<file path="config.mk">
export PLATFORM = sky130hd
export DESIGN_NAME = knob_velocity_accumulator
export DESIGN_NICKNAME = d
export VERILOG_FILES = /design/src/design/kva_pkg.sv /design/src/design/knob_velocity_accumulator.sv /design/src/design/kva_div.sv /design/src/design/kva_update.sv
export SDC_FILE = /design/constraint.sdc
export NUM_CORES = 1
export LEC_CHECK = 0
export ABC_AREA = 1
export BUFFER_PORTS_ARGS = -buffer_cell sky130_fd_sc_hd__buf_2
export CAP_MARGIN = 25
export CORE_MARGIN = 3
export CORE_UTILIZATION = 35
export DETAILED_ROUTE_END_ITERATION = 16
export GPL_TIMING_DRIVEN = 0
export PLACE_DENSITY = 0.5
export REMOVE_ABC_BUFFERS = 1
export SYNTH_ARGS = -nofsm -noshare
export SYNTH_HDL_FRONTEND = slang
export SYNTH_SLANG_ARGS = --single-unit
</file>
<file path="constraint.sdc">
create_clock -name clk -period 10.7 [get_ports clk]
set_clock_uncertainty 0.15 [all_clocks]
set_input_delay 1.07 -clock clk [delete_from_list [all_inputs] [get_ports clk]]
set_output_delay 1.07 -clock clk [all_outputs]
set_load 0.03 [all_outputs]
</file>
<file path="src/design/kva_pkg.sv">
// Shared widths, register indexes, constants and interface types of the knob accumulator
package kva_pkg;

  localparam int DELTA_W    = 8;
  localparam int TIME_W     = 32;
  localparam int VALUE_W    = 16;
  localparam int SPEED_W    = 16;
  localparam int DIVIDEND_W = 16;
  localparam int MULT_W     = 5;
  localparam int SCALED_W   = DELTA_W + MULT_W - 1;
  localparam int SUM_W      = VALUE_W + 2;
  localparam int CNT_W      = $clog2(DIVIDEND_W + 1);
  localparam int CFG_IDX_W  = 1;

  localparam logic [CFG_IDX_W-1:0] REG_MIN_LIMIT = 1'd0;
  localparam logic [CFG_IDX_W-1:0] REG_MAX_LIMIT = 1'd1;

  localparam logic signed [VALUE_W-1:0] MIN_LIMIT_RST = 16'sd0;
  localparam logic signed [VALUE_W-1:0] MAX_LIMIT_RST = 16'sd1024;

  localparam logic [DIVIDEND_W-1:0] SPEED_SCALE = 16'd500;
  localparam logic [SPEED_W-1:0]    SPEED_SAT   = 16'hFFFF;
  localparam logic [SPEED_W-1:0]    SPEED_FIRST = 16'd1;

  localparam logic [SPEED_W:0] SUM_FAST = 17'd3;
  localparam logic [SPEED_W:0] SUM_MID  = 17'd2;
  localparam logic [SPEED_W:0] SUM_SLOW = 17'd1;

  localparam logic signed [MULT_W-1:0] MULT_FAST = 5'sd10;
  localparam logic signed [MULT_W-1:0] MULT_MID  = 5'sd5;
  localparam logic signed [MULT_W-1:0] MULT_SLOW = 5'sd3;
  localparam logic signed [MULT_W-1:0] MULT_NONE = 5'sd1;

  typedef struct packed {
    logic                  start;
    logic [DIVIDEND_W-1:0] dividend;
    logic [TIME_W-1:0]     divisor;
  } div_req_t;

  typedef struct packed {
    logic                  done;
    logic [DIVIDEND_W-1:0] quotient;
  } div_rsp_t;

endpackage

</file>
<file path="src/design/knob_velocity_accumulator.sv">
// Knob velocity accumulator: top level with control, state and output register
//
// Usage:
//   cfg_we/cfg_index/cfg_wdata write min_limit (index 0) and max_limit
//   (index 1); write them only while the block is idle.
//   Input items (opcode, count_delta, time_ms, new_value) are taken on
//   in_valid && in_ready; results (changed, knob_value) leave on
//   out_valid && out_ready.
//   A set item passes through S_FIN into the output register. An update
//   item that needs a speed division first waits in S_DIV for the 16-step
//   bit-serial divider, one quotient bit per cycle, then passes through
//   S_FIN. Other updates go straight to S_FIN, and an idle
//   update (zero delta, no set pending) is dropped in the cycle it is taken.
//   One item is worked on at a time; the next item is taken while a result
//   waits in the output register, and work stalls before the state update
//   until that register is free.
//   Reset clears the knob value, timestamp, speed (to 1), the pending flag,
//   the limits (to 0 and 1024) and out_valid.
module knob_velocity_accumulator (
  input  logic                               clk,
  input  logic                               rst,
  input  logic                               cfg_we,
  input  logic [kva_pkg::CFG_IDX_W-1:0]      cfg_index,
  input  logic [kva_pkg::VALUE_W-1:0]        cfg_wdata,
  input  logic                               in_valid,
  output logic                               in_ready,
  input  logic                               opcode,
  input  logic signed [kva_pkg::DELTA_W-1:0] count_delta,
  input  logic [kva_pkg::TIME_W-1:0]         time_ms,
  input  logic signed [kva_pkg::VALUE_W-1:0] new_value,
  output logic                               out_valid,
  input  logic                               out_ready,
  output logic                               changed,
  output logic signed [kva_pkg::VALUE_W-1:0] knob_value
);
  import kva_pkg::*;

  localparam logic [1:0] S_IDLE = 2'd0;
  localparam logic [1:0] S_DIV  = 2'd1;
  localparam logic [1:0] S_FIN  = 2'd2;

  logic [1:0]                state;
  logic                      op_q;
  logic signed [DELTA_W-1:0] delta_q;
  logic [TIME_W-1:0]         time_q;
  logic signed [VALUE_W-1:0] nv_q;
  logic [SPEED_W-1:0]        speed_q;

  logic signed [VALUE_W-1:0] min_limit;
  logic signed [VALUE_W-1:0] max_limit;
  logic [TIME_W-1:0]         last_time;
  logic [SPEED_W-1:0]        last_speed;
  logic signed [VALUE_W-1:0] knob_accum;
  logic                      manual_pending;

  logic                      accept;
  logic                      idle_upd;
  logic                      need_div;
  logic                      fin;
  logic [DELTA_W-1:0]        mag;
  logic [TIME_W-1:0]         elapsed;
  logic signed [VALUE_W-1:0] upd_value;
  div_req_t                  div_req;
  div_rsp_t                  div_rsp;

  assign in_ready = (state == S_IDLE);
  assign accept   = in_valid && in_ready;
  assign idle_upd = !opcode && (count_delta == '0) && !manual_pending;
  assign elapsed  = time_ms - last_time;
  assign need_div = !opcode && !idle_upd && (last_time != '0) && (elapsed != '0);
  assign mag      = count_delta[DELTA_W-1] ? DELTA_W'(-count_delta) : DELTA_W'(count_delta);
  assign fin      = (state == S_FIN) && (!out_valid || out_ready);

  assign div_req.start    = accept && need_div;
  assign div_req.dividend = DIVIDEND_W'({{(DIVIDEND_W-DELTA_W){1'b0}}, mag} * SPEED_SCALE);
  assign div_req.divisor  = elapsed;

  kva_div u_div (
    .clk (clk),
    .rst (rst),
    .req (div_req),
    .rsp (div_rsp)
  );

  kva_update u_update (
    .speed      (speed_q),
    .last_speed (last_speed),
    .delta      (delta_q),
    .accum      (knob_accum),
    .min_limit  (min_limit),
    .max_limit  (max_limit),
    .value      (upd_value)
  );

  always_ff @(posedge clk) begin
    if (rst) begin
      min_limit <= MIN_LIMIT_RST;
      max_limit <= MAX_LIMIT_RST;
    end else if (cfg_we) begin
      case (cfg_index)
        REG_MIN_LIMIT: min_limit <= cfg_wdata;
        REG_MAX_LIMIT: max_limit <= cfg_wdata;
        default: ;
      endcase
    end
  end

  always_ff @(posedge clk) begin
    if (rst) begin
      state <= S_IDLE;
    end else begin
      case (state)
        S_IDLE: begin
          if (accept && !idle_upd) begin
            state <= need_div ? S_DIV : S_FIN;
          end
        end
        S_DIV: begin
          if (div_rsp.done) begin
            state <= S_FIN;
          end
        end
        S_FIN: begin
          if (fin) begin
            state <= S_IDLE;
          end
        end
        default: state <= S_IDLE;
      endcase
    end
  end

  always_ff @(posedge clk) begin
    if (accept) begin
      op_q    <= opcode;
      delta_q <= count_delta;
      time_q  <= time_ms;
      nv_q    <= new_value;
      speed_q <= (last_time == '0) ? SPEED_FIRST : SPEED_SAT;
    end else if (state == S_DIV && div_rsp.done) begin
      speed_q <= div_rsp.quotient;
    end
  end

  always_ff @(posedge clk) begin
    if (rst) begin
      last_time      <= '0;
      last_speed     <= SPEED_FIRST;
      knob_accum     <= '0;
      manual_pending <= 1'b0;
    end else if (fin) begin
      if (op_q) begin
        knob_accum     <= nv_q;
        manual_pending <= 1'b1;
      end else begin
        last_time      <= time_q;
        last_speed     <= speed_q;
        knob_accum     <= upd_value;
        manual_pending <= 1'b0;
      end
    end
  end

  always_ff @(posedge clk) begin
    if (rst) begin
      out_valid <= 1'b0;
    end else if (fin) begin
      out_valid <= 1'b1;
    end else if (out_ready) begin
      out_valid <= 1'b0;
    end
  end

  always_ff @(posedge clk) begin
    if (fin) begin
      changed    <= !op_q;
      knob_value <= op_q ? nv_q : upd_value;
    end
  end

endmodule

</file>
<file path="src/design/kva_div.sv">
// Bit-serial restoring divider: one quotient bit per cycle
module kva_div (
  input  logic              clk,
  input  logic              rst,
  input  kva_pkg::div_req_t req,
  output kva_pkg::div_rsp_t rsp
);
  import kva_pkg::*;

  logic                  busy;
  logic [CNT_W-1:0]      cnt;
  logic [DIVIDEND_W-1:0] work;
  logic [DIVIDEND_W-1:0] rem;
  logic [TIME_W-1:0]     divisor;
  logic [DIVIDEND_W:0]   trial;
  logic [TIME_W-1:0]     trial_ext;
  logic [TIME_W-1:0]     diff;
  logic                  fits;

  assign trial     = {rem, work[DIVIDEND_W-1]};
  assign trial_ext = {{(TIME_W-DIVIDEND_W-1){1'b0}}, trial};
  assign fits      = trial_ext >= divisor;
  assign diff      = trial_ext - divisor;

  always_ff @(posedge clk) begin
    if (rst) begin
      busy <= 1'b0;
      cnt  <= '0;
    end else if (req.start) begin
      busy <= 1'b1;
      cnt  <= CNT_W'(DIVIDEND_W);
    end else if (busy) begin
      if (cnt != '0) begin
        cnt <= cnt - CNT_W'(1);
      end else begin
        busy <= 1'b0;
      end
    end
  end

  always_ff @(posedge clk) begin
    if (req.start) begin
      work    <= req.dividend;
      rem     <= '0;
      divisor <= req.divisor;
    end else if (busy && cnt != '0) begin
      work <= {work[DIVIDEND_W-2:0], fits};
      rem  <= fits ? diff[DIVIDEND_W-1:0] : trial[DIVIDEND_W-1:0];
    end
  end

  assign rsp.done     = busy && (cnt == '0);
  assign rsp.quotient = work;

endmodule

</file>
<file path="src/design/kva_update.sv">
// Speed-dependent delta scaling, accumulation and clamping of the knob value
module kva_update (
  input  logic [kva_pkg::SPEED_W-1:0]        speed,
  input  logic [kva_pkg::SPEED_W-1:0]        last_speed,
  input  logic signed [kva_pkg::DELTA_W-1:0] delta,
  input  logic signed [kva_pkg::VALUE_W-1:0] accum,
  input  logic signed [kva_pkg::VALUE_W-1:0] min_limit,
  input  logic signed [kva_pkg::VALUE_W-1:0] max_limit,
  output logic signed [kva_pkg::VALUE_W-1:0] value
);
  import kva_pkg::*;

  logic [SPEED_W:0]             sum;
  logic signed [MULT_W-1:0]     mult;
  logic signed [SCALED_W-1:0]   scaled;
  logic signed [SUM_W-1:0]      raw;
  logic signed [SUM_W-1:0]      upper;
  logic signed [SUM_W-1:0]      clamped;

  assign sum = {1'b0, speed} + {1'b0, last_speed};

  always_comb begin
    if (sum >= SUM_FAST) begin
      mult = MULT_FAST;
    end else if (sum >= SUM_MID) begin
      mult = MULT_MID;
    end else if (sum >= SUM_SLOW) begin
      mult = MULT_SLOW;
    end else begin
      mult = MULT_NONE;
    end
  end

  assign scaled = SCALED_W'(delta) * SCALED_W'(mult);
  assign raw    = SUM_W'(accum) + SUM_W'(scaled);

  always_comb begin
    upper   = (raw > SUM_W'(max_limit)) ? SUM_W'(max_limit) : raw;
    clamped = (upper < SUM_W'(min_limit)) ? SUM_W'(min_limit) : upper;
  end

  assign value = clamped[VALUE_W-1:0];

endmodule

</file>
==> run_results.csv, run 1 <==
group,metric,value,unit
clocking,clock_sinks,260,
floorplan,core_area,49500,sq um
sta,max_slew_margin,32.6,%
synthesis,netlist.area_leader.share,23.1,%
placement,placed_cells,2923,
clocking,numCtsBuffers,34,
critical_path,end_kind,"register",
synthesis,synth_edf_count,136,
synthesis,synth_simple_gate_area_share,18.8,%
floorplan,die-area,53300,sq um
synthesis,synth_mux_area_share,0,%
critical_path,reg2reg_from,"speed_q[0]$_SDFFCE_PP1P_",
synthesis,yosys.area.top_type,"edfxtp_1",
synthesis,synth-warning-count,0,
clocking,clkLatencyLatePin,540,ps
drt,dr.first_iter.drc_count,690,
layout,fin_nets,2628,
placement,finalWeightedCongestion,0.860,
layout,seq_area,6570,sq um
critical_path,cp-start-kind,"register",
hold_path,hp-start,"last_time[2]$_SDFFE_PP0P_",
clocking,clockBufferDepth,3,
drt,antenna_left,0,
synthesis,async_flop_share,0,%
placement,port_buffers,97,
drt,first_pass_iters,5,
layout,drive_gt1_share,16.4,%
floorplan,die_height,231,um
hold_path,hold_path.class,"reg2reg",
critical_path,r2r_cells,59,
layout,area_delta_synth_final,20.5,%
status,outcome,"complete, no violations",
synthesis,synth_common_cells,"nand2_1, inv_1, nor2_1",
drt,routed_wl,44.4,mm
synthesis,synth.area.top_cells,"edfxtp_1, dfxtp_1, ha_1",
global_route,grt_pass1_vias,14100,
critical_path,crit_path_frequent_cell,"inv_1",
synthesis,synth_fa_ha_area_share,16.8,%
layout,layout.cells.non_filler,3026,
sta,finalSetupViolations,0,
sta,rsz0062_at_grt,"true",
sta,worst_pin_slew,1010,ps
floorplan,die_w,231,um
critical_path,crit_arrival,10410,ps
critical_path,cp.required,10830,ps
layout,fillers,5055,
synthesis,netlist_instances,2206,
drt,vias_per_cell,4.77,
floorplan,num_rows,81,
drt,route.detailed.drc,0,
run,cap_violations,0,
synthesis,ys_seq_elements,260,
critical_path,startpoint,"speed_q[0]$_SDFFCE_PP1P_",
layout,final_core_util,43.1,%
placement,place_area,19000,sq um
floorplan,pin_count,98,
hold_path,hold-path-cell-count,2,
clocking,cts_max_level,2,
sta,fmaxAchievable,0.0973,GHz
critical_path,critPathKind,"reg2reg",
critical_path,crit_slowest_cell,"fa_1",
critical_path,rrSetupSlack,420,ps
synthesis,synth_top_family_by_area,"simple AND/OR/NAND/NOR gates",
drt,wl_per_cell,14.7,um
sta,final-hold-violation-count,0,
layout,diodes,0,
critical_path,crit_path_max_incr_delay,550,ps
critical_path,cp_max_fo,8,
sta,fin_crit_sh,96.1,%
drt,vias,14400,
placement,dp_hpwl,33.5,mm
clocking,cts_root_buffer,"clkbuf_16",
synthesis,ys_seq_area_share,37.1,%
synthesis,syn_area,17700,sq um
synthesis,synth-compound-area-share,12.9,%
sta,slew_viol_final,0,
synthesis,synthDistinctLibCells,54,
global_route,antenna_found_initial,0,
global_route,grt_pass1_wl,71.2,mm
layout,multi_input_area,10300,sq um
global_route,track_usage,16.4,%
synthesis,postSynthAreaPerCell,8.02,sq um
synthesis,synth_most_common_cell,"nand2_1",
clocking,cts_tree,"built",
sta,min_period,10280,ps
global_route,grt_max_degree,62,
sta,holdWs,320,ps
layout,fin_area,21300,sq um
synthesis,ys.flop_type,"edfxtp_1",
clocking,clkTransAtPathRegs,60,ps
synthesis,synth_xor_area_share,4.70,%
floorplan,start_util,35.8,%
global_route,overflow,0,
-- kinds of logic (layout without fill, tap and decap cells) --
kind of cell    after synthesis  in the layout
buf+inv                     439            589
compound gates              414            414
xor+xnor                     95             95
fa+ha+maj                   213            213
flops                       260            260
simple gates                785            791
-- cell usage in the layout (no fill, tap or decap), types with 27 or more instances in the layout --
cell,instances
a21oi_1,153
buf_2,97
buf_4,33
clkbuf_16,37
dfxtp_1,124
edfxtp_1,136
fa_1,41
ha_1,150
inv_1,354
nand2_1,377
nand2_2,27
nand3_1,77
nand3_2,32
nor2_1,178
o21ai_0,141
o21ai_1,28
xnor2_1,35
xor2_1,57
-- final timing paths --
kind	end
max	knob_value[5]$_DFFE_PP_
min reg2reg	last_time[2]$_SDFFE_PP0P_
min	last_time[2]$_SDFFE_PP0P_
max reg2reg	knob_value[5]$_DFFE_PP_
-- cell type report --
type / instances / area share [%]
Clock buffer: 48 / 4.68
Timing Repair Buffer: 143 / 4.53
Multi-Input combinational cell: 1513 / 48.4
Inverter: 384 / 6.82
Tap cell: 664 / 3.90
Clock inverter: 14 / 0.846
Sequential cell: 260 / 30.8
-- critical path: cells and delay by family (launching register included) --
| family | cells | cell delay [ps] |
|---|---|---|
| buf+inv | 14 | 1260 |
| xor+xnor | 2 | 260 |
| fa+ha+maj | 9 | 3140 |
| compound gates | 13 | 2340 |
| simple gates | 21 | 2490 |
| flops | 1 | 350 |
-- registers in the layout, summed over array words and instances, names as in the netlist --
signal	cells
u_div.cnt	5
max_limit	16
changed	1
delta_q	8
out_valid	1
u_div.busy	1
nv_q	16
knob_value	16
speed_q	16
min_limit	16
u_div.rem	16
knob_accum	16
last_speed	16
last_time	32
u_div.divisor	32
time_q	32
op_q	1
state	2
u_div.work	16
manual_pending	1
-- per-layer routing --
layer | global-route usage, % | vias up | wire (um)
met3 | 2.20 | 79 | 1450
met4 | 5.07 | 0 | 1220
li1 | - | 7488 | -
met2 | 28.5 | 213 | 21400
met1 | 21.1 | 6665 | 20300
met5 | 0 | - | 0
-- stage by stage --
stage / TNS, ps / setup WS, ps
global placement: -34670 / -1210
floorplan: 0 / 735
global route: -3220 / -141
finish: 0 / 422
detailed placement: -38220 / -1280
CTS: 0 / 29.9
-- what timing repair did --
action                                  4_1_cts  5_1_grt
gates resized for setup                      50      123
gates cloned                                  4        2
endpoints found under the setup margin       32       32
pin swaps                                    13       65
hold buffers                                  0        0
buffers inserted                             11       23
Power of run 1 is left out: the tool's default activity adds up to more than one toggle a clock period on the data nets, which glitch-free logic cannot reach.
==> run 2, diff against run 1 <==
SYNTH_HIERARCHICAL = 1   (was default)
==> run_results.csv, run 2 <==
group,metric,value,unit
status,outcome,"complete, no violations",
clocking,cts_tree,"built",
sta,slew_viol_final,0,
placement,dp_hpwl,38.2,mm
run,cap_violations,0,
synthesis,netlist_instances,2533,
synthesis,synth-warning-count,6,
synthesis,synth.area.top_cells,"edfxtp_1, nand2_1, dfxtp_1",
synthesis,syn_area,19000,sq um
sta,rsz0062_at_grt,"true",
critical_path,crit_path_max_incr_delay,510,ps
floorplan,die-area,57000,sq um
clocking,clkLatencyLatePin,570,ps
layout,final_common_cell,"nand2_1",
global_route,grt_pass1_wl,77.4,mm
critical_path,critPathKind,"reg2reg",
floorplan,start_util,35.8,%
critical_path,cp_max_fo,8,
pwr,pwr-share-clk,13.3,%
global_route,grt_max_degree,67,
synthesis,netlist.area_leader.share,21.8,%
critical_path,cp.required,11020,ps
pwr,p_seq_share,18.5,%
layout,reg_top3,"last_time (32), time_q (32), u_div/divisor (32)",
synthesis,postSynthAreaPerCell,7.49,sq um
clocking,clock_sinks,260,
layout,drive_gt1_share,16.8,%
synthesis,synth_most_common_cell,"nand2_1",
placement,finalWeightedCongestion,0.878,
placement,place_area,20300,sq um
sta,max_slew_margin,33.7,%
critical_path,cp-start-kind,"register",
drt,vias_per_cell,4.74,
synthesis,async_flop_share,0,%
clocking,clkTransAtPathRegs,70,ps
synthesis,synth_edf_count,138,
floorplan,core_area,53100,sq um
layout,area_delta_synth_final,18.2,%
placement,post-place-ws,-755,ps
clocking,numCtsBuffers,31,
floorplan,pin_count,98,
layout,fin_area,22400,sq um
sta,min_period,10190,ps
drt,wl_per_cell,14.6,um
pwr,peakVddDrop,0.444,mV
sta,fin_crit_sh,95.3,%
clocking,clockBufferDepth,3,
global_route,antenna_found_initial,0,
hold_path,hold_path.class,"reg2reg",
layout,diodes,0,
pwr,switchingPower,0.00393,W
drt,dr.first_iter.drc_count,685,
layout,mostFrequentLayoutCells,"nand2_1, inv_1, nor2_1, ha_1, edfxtp_1",
sta,worst_pin_slew,991,ps
pwr,p_per_area,346,nW/um^2
synthesis,ys_seq_area_share,34.7,%
drt,antenna_left,0,
floorplan,die_height,239,um
pwr,switching_share,50.7,%
pwr,power_frac_comb,68.1,%
critical_path,crit_slowest_cell,"fa_1",
sta,worst_slack,508,ps
critical_path,crit_path_frequent_cell,"nand2_1",
pwr,cellLeakagePower,11.0,nW
drt,route.detailed.drc,0,
drt,routed_wl,49.2,mm
global_route,overflow,0,
clocking,cts_max_level,1,
pwr,cell_internal_pwr,0.00383,W
clocking,cts_hold_buf,0,
floorplan,die_w,239,um
sta,fmaxAchievable,0.0981,GHz
synthesis,ys.flop_type,"edfxtp_1",
drt,first_pass_iters,5,
critical_path,crit_arrival,10510,ps
sta,final-hold-violation-count,0,
global_route,track_usage,16.7,%
synthesis,yosys.area.top_type,"edfxtp_1",
layout,fillers,5425,
sta,finalSetupViolations,0,
drt,vias,16000,
layout,fin_nets,2952,
synthesis,synthDistinctLibCells,55,
floorplan,num_rows,84,
synthesis,synth_common_cells,"nand2_1, inv_1, nor2_1",
critical_path,end_kind,"register",
synthesis,ys_seq_elements,260,
global_route,grt_pass1_vias,15400,
placement,port_buffers,97,
clocking,cts_root_buffer,"clkbuf_16",
pwr,power.total,0.00776,W
[run 2: cell count changes in the layout (fill, tap and decap cells not counted), moves of 18 or more]
cell | previous run | this run
inv_1 | 354 | 429
nor2_1 | 178 | 231
nand3b_1 | 3 | 21
nand2_1 | 377 | 615
nand2_2 | 27 | 73
a21oi_1 | 153 | 98
o21ai_0 | 141 | 108
nand3_1 | 77 | 101
[run 2: final cells by class]
class	count	area [sq um]	area share [%]
Clock buffer	36	815	3.63
Clock inverter	20	174	0.775
Inverter	458	1740	7.75
Multi-Input combinational cell	1775	11300	50.5
Sequential cell	260	6590	29.4
Tap cell	688	861	3.84
Timing Repair Buffer	137	921	4.11
[run 2: critical path, delay by kind of cell (launching register included)]
kind                       cells  cell delay [ps]
xor gates and xnor gates       3              570
adders and majority gates      8             2630
DFF                            1              390
AOI/OAI and AO/OA             11             2000
buffers and inverters         10              930
and+or+nand+nor               32             3410
[run 2: logic make-up (layout without fill, tap and decap cells)]
kind of cell	Yosys count	after routing	share of synthesized area, %
other	1	2	0.0198
xor gates and xnor gates	71	71	3.28
buffers and inverters	505	651	10.4
AOI/OAI and AO/OA	290	290	8.45
DFF	260	260	34.7
and+or+nand+nor	1196	1202	27.8
adders and majority gates	210	210	15.4
[run 2: worst paths after layout]
path                            slack (ps)                         end                       start  depth (start not counted)
worst min register to register         310  u_div/rem[15]$_SDFFE_PP0P_  u_div/rem[15]$_SDFFE_PP0P_                          2
worst max register to register         510  knob_accum[4]$_SDFFE_PP0P_        speed_q[3]$_DFFE_PP_                         64
worst max-delay path                   510  knob_accum[4]$_SDFFE_PP0P_        speed_q[3]$_DFFE_PP_                         64
worst min-delay path                   310  u_div/rem[15]$_SDFFE_PP0P_  u_div/rem[15]$_SDFFE_PP0P_                          2
[run 2: stage by stage]
stage                     hold slack, ps  setup TNS [ps]  instances  util (%)
after floorplan                      282               0       2487         -
after global placement               297          -16830       3272      37.8
after detailed placement             299          -18760       3280      38.2
after CTS                            318               0       3340      40.3
after global routing                 340           -1570       3374      42.3
final                                314               0       3374      42.3
[run 2: per-layer routing]
layer | global-route usage [%] | vias to the layer above | wire length, um
met5 | 0 | - | 0
met4 | 5.24 | 0 | 1730
met3 | 2.20 | 87 | 1780
met2 | 29.5 | 269 | 23800
met1 | 21.1 | 7359 | 21900
li1 | - | 8292 | -
[run 2: power by group through the flow]
stage | combinational (W) | sequential [W] | clock, W
3_5_place_dp | 0.00394 | 0.00146 | 0
5_1_grt | 0.00584 | 0.00146 | 0.00111
3_3_place_gp | 0.00385 | 0.00147 | 0
2_1_floorplan | 0.00275 | 0.00149 | 0
6_report | 0.00529 | 0.00144 | 0.00103
4_1_cts | 0.00410 | 0.00144 | 0.00107
[run 2: repair_timing]
action | in CTS | in global routing
buffers inserted | 4 | 27
pin swaps | 7 | 76
setup endpoints to repair | 32 | 32
gates cloned | 0 | 6
resized for setup | 29 | 182
No activity file was read; power rests on OpenSTA's default activity.
